File: src/ps2fr_pkg.sv
// ----------------------------------------------------------------------------
// ps2fr_pkg
// Types, constants and codes shared by the PS/2 frame receiver modules.
// ----------------------------------------------------------------------------
package ps2fr_pkg;

  localparam int QUEUE_DEPTH_DEF = 16;
  localparam int FRAME_EDGES     = 11;
  localparam int LAST_DATA_BIT   = 7;
  localparam logic [15:0] GAP_RESET_VALUE = 16'd250;

  localparam int CFG_ADDR_W = 2;
  localparam int CFG_DATA_W = 32;
  localparam logic [CFG_ADDR_W-1:0] REG_GAP_LIMIT_ADDR = 2'd0;

  localparam logic KIND_EDGE = 1'b0;
  localparam logic KIND_READ = 1'b1;

  typedef struct packed {
    logic        kind;
    logic        data_bit;
    logic [31:0] time_us;
  } in_item_t;

  typedef struct packed {
    logic       byte_stored;
    logic       byte_dropped;
    logic       read_valid;
    logic [7:0] read_byte;
  } out_item_t;

  typedef struct packed {
    logic       done;
    logic [7:0] data;
  } frame_evt_t;

  typedef struct packed {
    logic stored;
    logic dropped;
    logic hit;
  } queue_status_t;

endpackage

File: src/ps2_frame_receiver_fifo.sv
// ----------------------------------------------------------------------------
// ps2_frame_receiver_fifo
// PS/2 frame receiver with byte queue, one result per request.
//
//   channel  | ports                          | moves
//   ---------+--------------------------------+------------------------------
//   in       | in_valid/in_ready/in_data      | edge event or read request
//   out      | out_valid/out_ready/out_data   | store/drop/read result
//   cfg      | psel/penable/pwrite/paddr/...  | gap_limit_us at address 0
//
// one request per cycle while in_ready is high; the result passes the queue
// memory read stage, then the output register
// reset is synchronous, no clearing pass; queue slots are written before read
// in_ready stays high while the memory stage is empty or can move on
// ----------------------------------------------------------------------------
module ps2_frame_receiver_fifo
  import ps2fr_pkg::*;
#(
  parameter int QUEUE_DEPTH = QUEUE_DEPTH_DEF
)
(
  input  logic                  clk,
  input  logic                  rst_n,
  input  logic                  in_valid,
  output logic                  in_ready,
  input  in_item_t              in_data,
  output logic                  out_valid,
  input  logic                  out_ready,
  output out_item_t             out_data,
  input  logic                  psel,
  input  logic                  penable,
  input  logic                  pwrite,
  input  logic [CFG_ADDR_W-1:0] paddr,
  input  logic [CFG_DATA_W-1:0] pwdata,
  output logic [CFG_DATA_W-1:0] prdata,
  output logic                  pready
);

  logic [15:0]   gap_r, gap_nxt;
  logic          p1_valid_r, p1_valid_nxt;
  queue_status_t p1_stat_r, p1_stat_nxt;
  logic          out_valid_r, out_valid_nxt;
  out_item_t     out_data_r, out_data_nxt;

  logic          acc;
  logic          p1_adv;
  frame_evt_t    evt;
  queue_status_t q_stat;
  logic [7:0]    q_rdata;

  assign pready = 1'b1;
  assign prdata = (paddr == REG_GAP_LIMIT_ADDR) ? {16'd0, gap_r} : '0;

  always_comb begin
    gap_nxt = gap_r;
    if (psel && penable && pwrite && paddr == REG_GAP_LIMIT_ADDR) begin
      gap_nxt = pwdata[15:0];
    end
  end

  assign p1_adv   = !out_valid_r || out_ready;
  assign in_ready = !p1_valid_r || p1_adv;
  assign acc      = in_valid && in_ready;

  ps2fr_frame u_frame (
    .clk       (clk),
    .rst_n     (rst_n),
    .edge_en   (acc && in_data.kind == KIND_EDGE),
    .data_bit  (in_data.data_bit),
    .time_us   (in_data.time_us),
    .gap_limit (gap_r),
    .evt       (evt)
  );

  ps2fr_queue #(
    .QUEUE_DEPTH (QUEUE_DEPTH)
  ) u_queue (
    .clk     (clk),
    .rst_n   (rst_n),
    .wr_req  (evt.done),
    .wr_byte (evt.data),
    .rd_req  (acc && in_data.kind == KIND_READ),
    .status  (q_stat),
    .rdata   (q_rdata)
  );

  always_comb begin
    p1_valid_nxt = p1_valid_r;
    p1_stat_nxt  = p1_stat_r;
    if (acc) begin
      p1_valid_nxt = 1'b1;
      p1_stat_nxt  = q_stat;
    end else if (p1_adv) begin
      p1_valid_nxt = 1'b0;
    end

    out_valid_nxt = out_valid_r;
    out_data_nxt  = out_data_r;
    if (p1_adv) begin
      out_valid_nxt             = p1_valid_r;
      out_data_nxt.byte_stored  = p1_stat_r.stored;
      out_data_nxt.byte_dropped = p1_stat_r.dropped;
      out_data_nxt.read_valid   = p1_stat_r.hit;
      out_data_nxt.read_byte    = p1_stat_r.hit ? q_rdata : 8'd0;
    end
  end

  always_ff @(posedge clk) begin
    if (!rst_n) begin
      gap_r       <= GAP_RESET_VALUE;
      p1_valid_r  <= 1'b0;
      out_valid_r <= 1'b0;
    end else begin
      gap_r       <= gap_nxt;
      p1_valid_r  <= p1_valid_nxt;
      out_valid_r <= out_valid_nxt;
    end
  end

  always_ff @(posedge clk) begin
    p1_stat_r  <= p1_stat_nxt;
    out_data_r <= out_data_nxt;
  end

  assign out_valid = out_valid_r;
  assign out_data  = out_data_r;

  a_p1_hold: assert property (@(posedge clk) disable iff (!rst_n)
    p1_valid_r && !p1_adv |=> p1_valid_r && $stable(p1_stat_r))
    else $error("memory stage lost a request");

  a_read_excl: assert property (@(posedge clk) disable iff (!rst_n)
    out_valid_r && out_data_r.read_valid |->
      !out_data_r.byte_stored && !out_data_r.byte_dropped)
    else $error("read result carries frame flags");

  a_zero_byte: assert property (@(posedge clk) disable iff (!rst_n)
    out_valid_r && !out_data_r.read_valid |-> out_data_r.read_byte == 8'd0)
    else $error("byte on result without read hit");

endmodule

File: src/ps2fr_frame.sv
// ----------------------------------------------------------------------------
// ps2fr_frame
// Frame assembler: gap check, bit position counter and data byte shifter.
// ----------------------------------------------------------------------------
module ps2fr_frame
  import ps2fr_pkg::*;
(
  input  logic        clk,
  input  logic        rst_n,
  input  logic        edge_en,
  input  logic        data_bit,
  input  logic [31:0] time_us,
  input  logic [15:0] gap_limit,
  output frame_evt_t  evt
);

  logic [3:0]  bit_pos_r, bit_pos_nxt;
  logic [7:0]  shift_r, shift_nxt;
  logic [31:0] last_time_r, last_time_nxt;

  logic [31:0] gap;
  logic        stale;
  logic [3:0]  pos_eff;
  logic [3:0]  pos_inc;
  logic [3:0]  bit_idx;
  logic [7:0]  shift_eff;
  logic [7:0]  shift_ins;
  logic        frame_done;

  always_comb begin
    gap       = time_us - last_time_r;
    stale     = gap > {16'd0, gap_limit};
    pos_eff   = stale ? 4'd0 : bit_pos_r;
    shift_eff = stale ? 8'd0 : shift_r;
    bit_idx   = pos_eff - 4'd1;
    shift_ins = shift_eff;
    if (pos_eff >= 4'd1 && pos_eff <= 4'(LAST_DATA_BIT + 1)) begin
      shift_ins[bit_idx[2:0]] = shift_eff[bit_idx[2:0]] | data_bit;
    end
    pos_inc    = pos_eff + 4'd1;
    frame_done = pos_inc >= 4'(FRAME_EDGES);

    bit_pos_nxt   = bit_pos_r;
    shift_nxt     = shift_r;
    last_time_nxt = last_time_r;
    if (edge_en) begin
      last_time_nxt = time_us;
      bit_pos_nxt   = frame_done ? 4'd0 : pos_inc;
      shift_nxt     = frame_done ? 8'd0 : shift_ins;
    end

    evt.done = edge_en && frame_done;
    evt.data = shift_ins;
  end

  always_ff @(posedge clk) begin
    if (!rst_n) begin
      bit_pos_r   <= 4'd0;
      shift_r     <= 8'd0;
      last_time_r <= 32'd0;
    end else begin
      bit_pos_r   <= bit_pos_nxt;
      shift_r     <= shift_nxt;
      last_time_r <= last_time_nxt;
    end
  end

endmodule

File: src/ps2fr_queue.sv
// ----------------------------------------------------------------------------
// ps2fr_queue
// Ring byte queue in a synchronous memory, one slot kept empty.
// ----------------------------------------------------------------------------
module ps2fr_queue
  import ps2fr_pkg::*;
#(
  parameter int QUEUE_DEPTH = QUEUE_DEPTH_DEF
)
(
  input  logic          clk,
  input  logic          rst_n,
  input  logic          wr_req,
  input  logic [7:0]    wr_byte,
  input  logic          rd_req,
  output queue_status_t status,
  output logic [7:0]    rdata
);

  localparam int IDX_W = $clog2(QUEUE_DEPTH);
  localparam logic [IDX_W-1:0] LAST_IDX = IDX_W'(QUEUE_DEPTH - 1);

  logic [7:0]       mem [QUEUE_DEPTH];
  logic [7:0]       rdata_r;
  logic [IDX_W-1:0] wr_idx_r, wr_idx_nxt;
  logic [IDX_W-1:0] rd_idx_r, rd_idx_nxt;
  logic [IDX_W-1:0] wr_next;
  logic [IDX_W-1:0] rd_next;

  always_comb begin
    wr_next = (wr_idx_r == LAST_IDX) ? '0 : wr_idx_r + 1'b1;
    rd_next = (rd_idx_r == LAST_IDX) ? '0 : rd_idx_r + 1'b1;

    status.stored  = wr_req && (wr_next != rd_idx_r);
    status.dropped = wr_req && (wr_next == rd_idx_r);
    status.hit     = rd_req && (rd_idx_r != wr_idx_r);

    wr_idx_nxt = status.stored ? wr_next : wr_idx_r;
    rd_idx_nxt = status.hit ? rd_next : rd_idx_r;
  end

  always_ff @(posedge clk) begin
    if (!rst_n) begin
      wr_idx_r <= '0;
      rd_idx_r <= '0;
    end else begin
      wr_idx_r <= wr_idx_nxt;
      rd_idx_r <= rd_idx_nxt;
    end
  end

  always_ff @(posedge clk) begin
    if (status.stored) begin
      mem[wr_next] <= wr_byte;
    end
    if (status.hit) begin
      rdata_r <= mem[rd_next];
    end
  end

  assign rdata = rdata_r;

  a_store_not_full: assert property (@(posedge clk) disable iff (!rst_n)
    status.stored |=> wr_idx_r != rd_idx_r)
    else $error("store left queue looking empty");

  a_empty_read_still: assert property (@(posedge clk) disable iff (!rst_n)
    rd_req && !status.hit |=> $stable(rd_idx_r) && rd_idx_r == wr_idx_r)
    else $error("empty read moved read index");

  a_no_both: assert property (@(posedge clk) disable iff (!rst_n)
    !(wr_req && rd_req))
    else $error("write and read in same cycle");

endmodule
File: config.mk
export PLATFORM = sky130hd
export DESIGN_NAME = ps2_frame_receiver_fifo
export DESIGN_NICKNAME = d
export VERILOG_FILES = /design/src/ps2fr_pkg.sv /design/src/ps2_frame_receiver_fifo.sv /design/src/ps2fr_frame.sv /design/src/ps2fr_queue.sv
export SDC_FILE = /design/constraint.sdc
export NUM_CORES = 1
export LEC_CHECK = 0
export ABC_AREA = 1
export ABC_CLOCK_PERIOD_IN_PS = 4200
export BUFFER_PORTS_ARGS = -buffer_cell sky130_fd_sc_hd__buf_4
export CAP_MARGIN = 20
export CORE_ASPECT_RATIO = 1.2
export CORE_MARGIN = 5
export CORE_UTILIZATION = 54
export DETAILED_ROUTE_END_ITERATION = 10
export PLACE_DENSITY = 0.87
export SLEW_MARGIN = 20
export SYNTH_ARGS = -nofsm -noshare
export SYNTH_HDL_FRONTEND = slang
export SYNTH_SLANG_ARGS = --single-unit
File: constraint.sdc
create_clock -name clk -period 4.2 [get_ports clk]
set_input_delay 0.42 -clock clk [delete_from_list [all_inputs] [get_ports clk]]
set_output_delay 0.42 -clock clk [all_outputs]
set_load 0.02 [all_outputs]
; ---- Word-level counts from Yosys, hierarchy flattened
; Memories as Yosys holds them, arrays and structs flattened. A register that Yosys moved wholly into a read port is not among the register bits.
; Cells that the tools add are included.
[word_totals]
reg_bits = 84
mem_bits_rw = 128
input_bits = 75
output_inout_bits = 46
word_cells = 69
memories = 1
[op_classes]
n_addsub = 5
n_lt_le_gt_ge = 6
eq_ne = 5
mux = 17
bitwise = 2
n_reduce_logical = 18
[mem_list]
columns = memory, depth, word_bits, rd, rd_ports_with_merged_regs, write_ports, line
row1 = u_queue.mem, 16, 8, 1, 1, 1, ps2fr_queue.sv:23  ; logic [7:0] mem [QUEUE_DEPTH];
[ops]
columns = operator, count
row1 = > comparator 32 x 16 -> 1 bit, 1
row2 = subtractor 32 bit, 1
row3 = 2-to-1 mux 8 bit, 3
row4 = 2-to-1 mux 16 bit, 1
row5 = 2-to-1 mux 4 bit, 4
row6 = adder 4 x 1 -> 4 bit (second input constant), 3
row7 = logical AND 1 bit, 12
row8 = bitwise mux 8 bit, 1
row9 = == test 4 bit (second input constant), 2
row10 = inequality test 4 bit, 2
row11 = 2-to-1 mux 1 bit, 6
row12 = == test 4 bit, 1
row13 = greater-or-equal comparator 4 x 1 -> 1 bit (second input constant), 1
row14 = greater-or-equal comparator 4 bit (second input constant), 1
row15 = <= comparator 4 bit (second input constant), 1
row16 = less-than comparator 3 x 4 -> 1 bit (second input constant), 1
row17 = binary-select mux 1 bit (select 3 bit), 1
row18 = demux 1 bit (select 3 bit), 1
row19 = greater-or-equal comparator 3 x 1 -> 1 bit (second input constant), 1
row20 = subtractor 3 x 1 -> 3 bit (second input constant), 1
row21 = logical NOT 1 bit, 2
row22 = logical NOT 2 bit, 1
row23 = logical OR 1 bit, 2
row24 = nonzero test 2 bit, 1
row25 = other kinds (2), 2

; ---- Depth between registers and ports, before layout
; Gate-level depths: netlist of run 1.
[logic_depth]
depth_word = 11
ltp_mapped = 34
depth_no_buf = 34

; ---- Modules after synthesis
; Synthesis of run 1 repeated with hierarchy kept, for this count alone.
[unflattened]
hier_cells = 1629
area_unflattened_um2 = 12846.1
[modules_own_cells]
columns = module, instances, cells_per_inst, area_per_inst_um2, seq_area_each_um2
row1 = ps2fr_queue, 1, 538, 6212.2, 4244.1
row2 = ps2fr_frame, 1, 895, 5106.1, 880.8
row3 = ps2_frame_receiver_fifo, 1, 196, 1527.7, 780.7

; ---- Worst setup path before layout of run 1
; No wires, ideal clock.
[synth_timing]
kind = input -> register
startpoint = input port in_data[0] in the netlist's numbering
endpoint = memory u_queue.mem[0][1], data pin
arrival_ns = 4.180
setup_slack_ns = -0.277
cell_stages = 29
n_path_buf = 0
path_cell_list = inv_1 ha_1 fa_1 inv_1 nand3_1 nand3_1 nand3_1 nand3_1 xor2_1 ha_1 nand2_1 nor3_1 nand3_1 nand2_1 nand3_1 nor2_2 nand2_2 nor2_8 nand2_4 nor2_4 inv_2 ha_1 nand4_1 nand2_1 nand2_1 nor2_1 nor2_2 nand3_1 and2_1
[synth_rtl]
columns = item, line
row1 = from (decl), ps2_frame_receiver_fifo.sv:26  ; input in_item_t in_data,
row2 = to (decl), ps2fr_queue.sv:23

==> impl_metrics.tcl, run 1 <==
set metrics [dict create \
    drc 0 \
    slew_violations 0 \
    place_ws_ns -0.488 \
    hold_viol_final 0 \
    rows 60 \
    fin_setup_tns_ns -84.62 \
    peakVddDrop_uv 408 \
    cp.arrival_ns 4.88 \
    synthFlopType "edfxtp_1" \
    slowest_delay_ns 0.35 \
    crit_slowest_cell "ha_1" \
    power.leakage_nw 6.90 \
    initial_core_util_pct 54.6 \
    ant_nets 0 \
    wl_per_cell_um 18.7 \
    ys_seq_area_share_pct 48.4 \
    grt_pass1_vias 11280 \
    p_total_w 0.00560 \
    syn_inst 1486 \
    cts.clk_slew.worst_paths_ns 0.07 \
    gp_congestion 0.908 \
    internal_power_w 0.00391 \
    cp.buffers_inverters 5 \
    grtUsageTotal_pct 26.2 \
    wl_um 37500 \
    cts_buffer_depth 3 \
    switching_power_w 0.00169 \
    setup_viol 274 \
    utilization_pct 72.5 \
    hold_buffers 0 \
    cp_top_family "simple AND/OR/NAND/NOR gates" \
    end_kind "flop" \
    vias 11643 \
    path_class "reg -> reg" \
    place_hpwl_um 22400 \
    io_buffers 87 \
    p_comb_share_pct 23.5 \
    grt_pass1_wl_um 54900 \
    core_area_mm2 0.0224 \
    critPathLaunch "u_frame.last_time_r[4]" \
    grt_max_degree 72 \
    synth_edf_count 150 \
    avgSynthCellArea_um2 8.22 \
    clock-sinks 220 \
    cp_max_fo 8 \
    cts_tree "yes" \
    yosysMostFrequentCell "nand2_1" \
    synth_area_leaders "edfxtp_1, dfxtp_1, nand2_1" \
    fp.dieH_um 175 \
    num_antenna_cells 0 \
    cts_buffers 22 \
    synth_top_area_cell "edfxtp_1" \
    drt_iter0_markers 1023 \
    antenna_found_initial 0 \
    placed_cell_area_mm2 0.0143 \
    violations "negative setup slack" \
    outcome "finished, violations left" \
    synthDistinctLibCells 48 \
    dr.pass1.iters 6 \
    netlist_area_mm2 0.0122 \
    worstHoldStart "pwdata[1]" \
    synthArstFlopShare_pct 0 \
    clk_latency_ns 0.53 \
    syn_to_final_growth_pct 32.7 \
    clock_power_share_pct 34.2 \
    hold_class "in -> reg" \
    max_cap_violations 0 \
    die_area_mm2 0.0257 \
    slew_headroom_pct 44.7 \
    rsz0062_at_grt "yes" \
    finClkSkew_ns 0.0210 \
    cpMostUsedCell "nand2_2" \
    synth-seq-cells 220 \
    r2r_start "u_frame.last_time_r[4]" \
    nets 1849 \
    setup_ws_ns -0.413 \
    yosys_warnings 0 \
    powerDensity_mw_per_mm2 345 \
    h-tree-depth 1 \
    p_sw_share_pct 30.2 \
    cp_data_required_time_ns 4.46 \
    die_x_um 147 \
    via_per_inst 5.79 \
    cp-start-kind "flop" \
    ios 121 \
    max_freq_mhz 217 \
    post-route-min-period_ns 4.61 \
    period_share_pct 110 \
    layout-drive-gt1-share_pct 29.6 \
    grt-ovfl-total 0 \
    root_buffer "clkbuf_16" \
    design_area_mm2 0.0162 \
    synth_common_cells "nand2_1, inv_1, nor2_1" \
    seqPwrFrac_pct 42.3 \
    netlist.area_leader.share_pct 36.9 \
    tightest_slew_ns 0.826 \
]
[layout make-up]
type                    count  area (um2)
clock buffers              25         562
clock inverters            14         126
fillers                  1433        6160
inverters                 218         850
multi-input cells        1011        6330
flip-flops and latches    220        5920
well taps                 279         349
repair buffers            243        2080
[repair_timing]
action / in CTS / in global routing
setup endpoints to repair: 270 / 274
setup buffers: 14 / 19
pin swaps: 56 / 77
gates cloned: 8 / 0
resized for setup: 126 / 98
[sequential cells by signal, summed over array words and instances (netlist names)]
register / cells
u_frame.last_time_r: 32
u_queue.mem: 128
p1_valid_r: 1
u_queue.rd_idx_r: 4
u_frame.shift_r: 8
out_valid: 1
u_frame.bit_pos_r: 4
p1_stat_r: 3
gap_r: 16
u_queue.rdata: 8
u_queue.wr_idx_r: 4
out_data: 11
[layout by cell type, fill, tap and decap left out, drive strengths merged, types with 6 or more instances in the layout]
master / count
ha: 57
o22ai: 12
xnor2: 6
o221ai: 14
inv: 215
edfxtp: 150
a31oi: 7
nand3: 80
clkinv: 13
buf: 243
and2: 20
dfxtp: 70
nand4: 15
o21ai: 109
a21oi: 87
o211ai: 16
nor2: 162
nand2: 371
conb: 17
clkbuf: 25
nor3: 6
xor2: 18
[routing by layer]
layer	track usage (%)	up-vias	share of wire [%]
met1	28.6	5439	34
met5	0	-	0
met4	14.0	0	6.8
met2	48.8	663	51
met3	3.58	216	7.6
li1	-	5325	-
[cells by family after synthesis]
family                   after synthesis  share of synthesized area [%]
AO/OA/AOI/OAI                        251                           11.5
XOR/XNOR                              24                           1.72
adder cells (fa/ha/maj)               58                           6.00
buffers and inverters                278                           9.17
flip-flops                           220                           48.4
other                                  2                         0.0615
AND/OR/NAND/NOR                      653                           23.2
[stage by stage]
| step | instances | hold slack (ns) |
|---|---|---|
| 2_1_floorplan | 1501 | 0.400 |
| 3_3_place_gp | 1933 | 0.402 |
| 3_5_place_dp | 1933 | 0.421 |
| 4_1_cts | 1993 | 0.114 |
| 5_1_grt | 2010 | 0.138 |
| 6_report | 2010 | 0.122 |
[power by group through the flow]
stage / logic (W) / registers, W / clock network (W)
2_1_floorplan: 0.000688 / 0.00241 / 0
3_3_place_gp: 0.00103 / 0.00241 / 0
5_1_grt: 0.00143 / 0.00237 / 0.00202
4_1_cts: 0.00116 / 0.00236 / 0.00190
6_report: 0.00132 / 0.00237 / 0.00191
3_5_place_dp: 0.00107 / 0.00241 / 0
[worst paths after layout]
path                                           end  slack, ns  cells past startpoint
worst min-delay path                      gap_r[1]       0.12                      3
worst min register to register         out_data[9]       0.46                      0
worst max register to register  u_queue.mem[15][2]      -0.41                     30
worst max-delay path            u_queue.mem[15][2]      -0.41                     30
[worst reg2reg max path: cells and delay by family, from the launching register on]
| family | cells | cell delay, ns |
|---|---|---|
| AND/OR/NAND/NOR | 19 | 2.08 |
| buffers and inverters | 5 | 0.65 |
| AO/OA/AOI/OAI | 2 | 0.39 |
| flip-flops | 1 | 0.34 |
| XOR/XNOR | 1 | 0.14 |
| adder cells (fa/ha/maj) | 3 | 0.74 |
Power figures use the tool's default switching activity.
==> run 2: changes to the inputs <==
ABC_AREA = 0   (was 1)
SLEW_MARGIN = unset   (was 20)
==> run 2 against run 1 <==
Compared with the run above:
- the run still ends with negative setup slack left
- cell count is 19% lower
- non-clock buffer count is 51 higher
- combinational power is 43% lower
- critical endpoint is now u_queue.mem[14][3]
==> impl_metrics.tcl, run 2 <==
set metrics [dict create \
    outcome "finished, violations left" \
    violations "negative setup slack" \
    p_sw_share_pct 25.1 \
    grt_use_met2_pct 48.2 \
    syn_inst 1069 \
    rsz0062_at_grt "yes" \
    synth_top_family_by_area "simple AND/OR/NAND/NOR gates" \
    root_buffer "clkbuf_16" \
    cts_tree "yes" \
    grtUsageTotal_pct 25.5 \
    stdcell_count 1624 \
    dr.pass1.iters 5 \
    grt_most_used_layer "met2" \
    p_comb_share_pct 14.9 \
    placed_cell_area_mm2 0.0142 \
    hold_slack_ns 0.126 \
    grt_max_degree 58 \
    setup_ws_ns -1.57 \
    num_antenna_cells 0 \
    utilization_pct 70.9 \
    path_class "reg -> reg" \
    gp_congestion 0.962 \
    clk_latency_ns 0.52 \
    cp.buffers_inverters 6 \
    wl_um 32400 \
    slew_violations 0 \
    yosys.area_share.xor_xnor_pct 3.06 \
    fp.dieH_um 172 \
    synthFlopType "edfxtp_1" \
    grt_pass1_wl_um 49600 \
    cp_data_required_time_ns 4.40 \
    synth_top_area_cell "edfxtp_1" \
    synth_common_cells "edfxtp_1, nand2_1, a21oi_1" \
    synth_fa_ha_area_share_pct 6.24 \
    yosys_warnings 0 \
    max_cap_violations 0 \
    drc 0 \
    setup_viol 274 \
    initial_core_util_pct 54.5 \
    cts.clk_slew.worst_paths_ns 0.07 \
    largest-register "u_queue.mem" \
    synth_edf_count 150 \
    dpl.cell_count 1564 \
    cp-start-kind "flop" \
    syn_to_final_growth_pct 30.0 \
    grt-ovfl-total 0 \
    final_cell_mix "buf_4, edfxtp_1, nand2_1" \
    io_buffers 87 \
    end_kind "flop" \
    multi_input_area_mm2 0.00567 \
    hold_buffers 0 \
    die_x_um 145 \
    regArea_mm2 0.00591 \
    slowest_delay_ns 0.35 \
    post-route-min-period_ns 5.77 \
    cp.arrival_ns 5.98 \
    use_met1_pct 27.9 \
    netlist.area_leader.share_pct 38.3 \
    cts_buffers 22 \
    avgSynthCellArea_um2 11.0 \
    place_hpwl_um 22200 \
    finClkSkew_ns 0.0236 \
    netlist_area_mm2 0.0118 \
    peakVddDrop_uv 455 \
    period_share_pct 137 \
    hold_class "in -> reg" \
    via_per_inst 5.86 \
    clock_power_share_pct 39.5 \
    internal_power_w 0.00381 \
    synth-seq-cells 220 \
    synth_area_leaders "edfxtp_1, dfxtp_1, mux4_2" \
    synthDistinctLibCells 78 \
    antenna_found_initial 0 \
    layout_commonest_cell "buf_4" \
    nets 1467 \
    max_freq_mhz 173 \
    largest_reg_flops 128 \
    cp_top_family "simple AND/OR/NAND/NOR gates" \
    core_area_mm2 0.0216 \
    hold_viol_final 0 \
    power.leakage_nw 5.66 \
    largestRegisters "u_queue.mem x128, u_frame.last_time_r x32, gap_r x16" \
    synthSimpleGateAreaFrac_pct 14.1 \
    rows 59 \
    fill_cells 1439 \
    h-tree-depth 1 \
    ys_seq_area_share_pct 50.2 \
    drt_iter0_markers 664 \
    ant_nets 0 \
    slew_headroom_pct 26.5 \
    synth_compound_area_share_pct 12.3 \
    switching_power_w 0.00128 \
    grt_pass1_vias 9625 \
    ios 121 \
    grtUsageMet3_pct 3.56 \
    vias 9511 \
    powerDensity_mw_per_mm2 334 \
    yosysMostFrequentCell "edfxtp_1" \
    seqPwrFrac_pct 45.6 \
    synthMuxAreaShare_pct 8.64 \
    cts_buffer_depth 3 \
    design_area_mm2 0.0153 \
    crit_slowest_cell "fa_2" \
    die_area_mm2 0.0248 \
    layout-drive-gt1-share_pct 34.5 \
    wl_per_cell_um 19.9 \
    tightest_slew_ns 1.10 \
    cp_max_fo 8 \
    clock-sinks 220 \
    synthArstFlopShare_pct 0 \
]
[run 2: power groups by stage]
stage	registers (W)	logic, W	clock network (W)
floorplan	0.00237	0.000421	0
global placement	0.00237	0.000716	0
detailed placement	0.00237	0.000734	0
CTS	0.00233	0.000743	0.00203
global route	0.00233	0.000831	0.00213
finish	0.00233	0.000757	0.00201
[run 2: metal layers]
layer	part of all wire [%]	up-vias
li1	-	4412
met1	36	4558
met2	54	405
met3	5.2	136
met4	5.1	0
met5	0	-
[run 2: worst register-to-register path: cells and delay by family (launching register included)]
family          cells  cell delay [ns]
xor+xnor            1             0.12
compound gates      9             1.57
flops               1             0.33
buf+inv             6             0.74
simple gates       11             1.71
fa+ha+maj           4             0.98
[run 2: area by class of cell]
type	instances	share of cell area (%)
clock buffers	29	4.11
clock inverters	11	0.721
inverters	67	1.79
multi-input cells	729	37.1
flip-flops and latches	220	38.7
well taps	274	2.24
repair buffers	294	15.3
[run 2: path summary, 6_finish.rpt]
check | startpoint | endpoint | slack, ns | cells after the start
max | u_frame.last_time_r[0] | u_queue.mem[14][3] | -1.57 | 31
min | pwdata[4] | gap_r[4] | 0.13 | 3
max reg2reg | u_frame.last_time_r[0] | u_queue.mem[14][3] | -1.57 | 31
min reg2reg | p1_stat_r[2] | out_data[10] | 0.44 | 0
[run 2: timing repair]
| action | 4_1_cts | 5_1_grt |
|---|---|---|
| pin swaps | 13 | 2 |
| buffers inserted | 8 | 11 |
| gates resized for setup | 15 | 18 |
| setup endpoints to repair | 274 | 274 |
| cloned | 0 | 2 |
[run 2: kinds of logic after synthesis]
logic type / Yosys count
other cells: 2
xor+xnor: 41
buf+inv: 135
compound gates: 221
mux: 49
simple gates: 343
fa+ha+maj: 58
flops: 220
[run 2: per-stage QoR]
step	TNS (ns)	total power [W]	worst slack, ns
2_1_floorplan	-331.57	0.00280	-1.49
3_5_place_dp	-470.59	0.00311	-1.99
6_report	-396.69	0.00510	-1.57
3_3_place_gp	-428.77	0.00309	-1.79
4_1_cts	-371.42	0.00510	-1.49
5_1_grt	-515.60	0.00529	-2.00
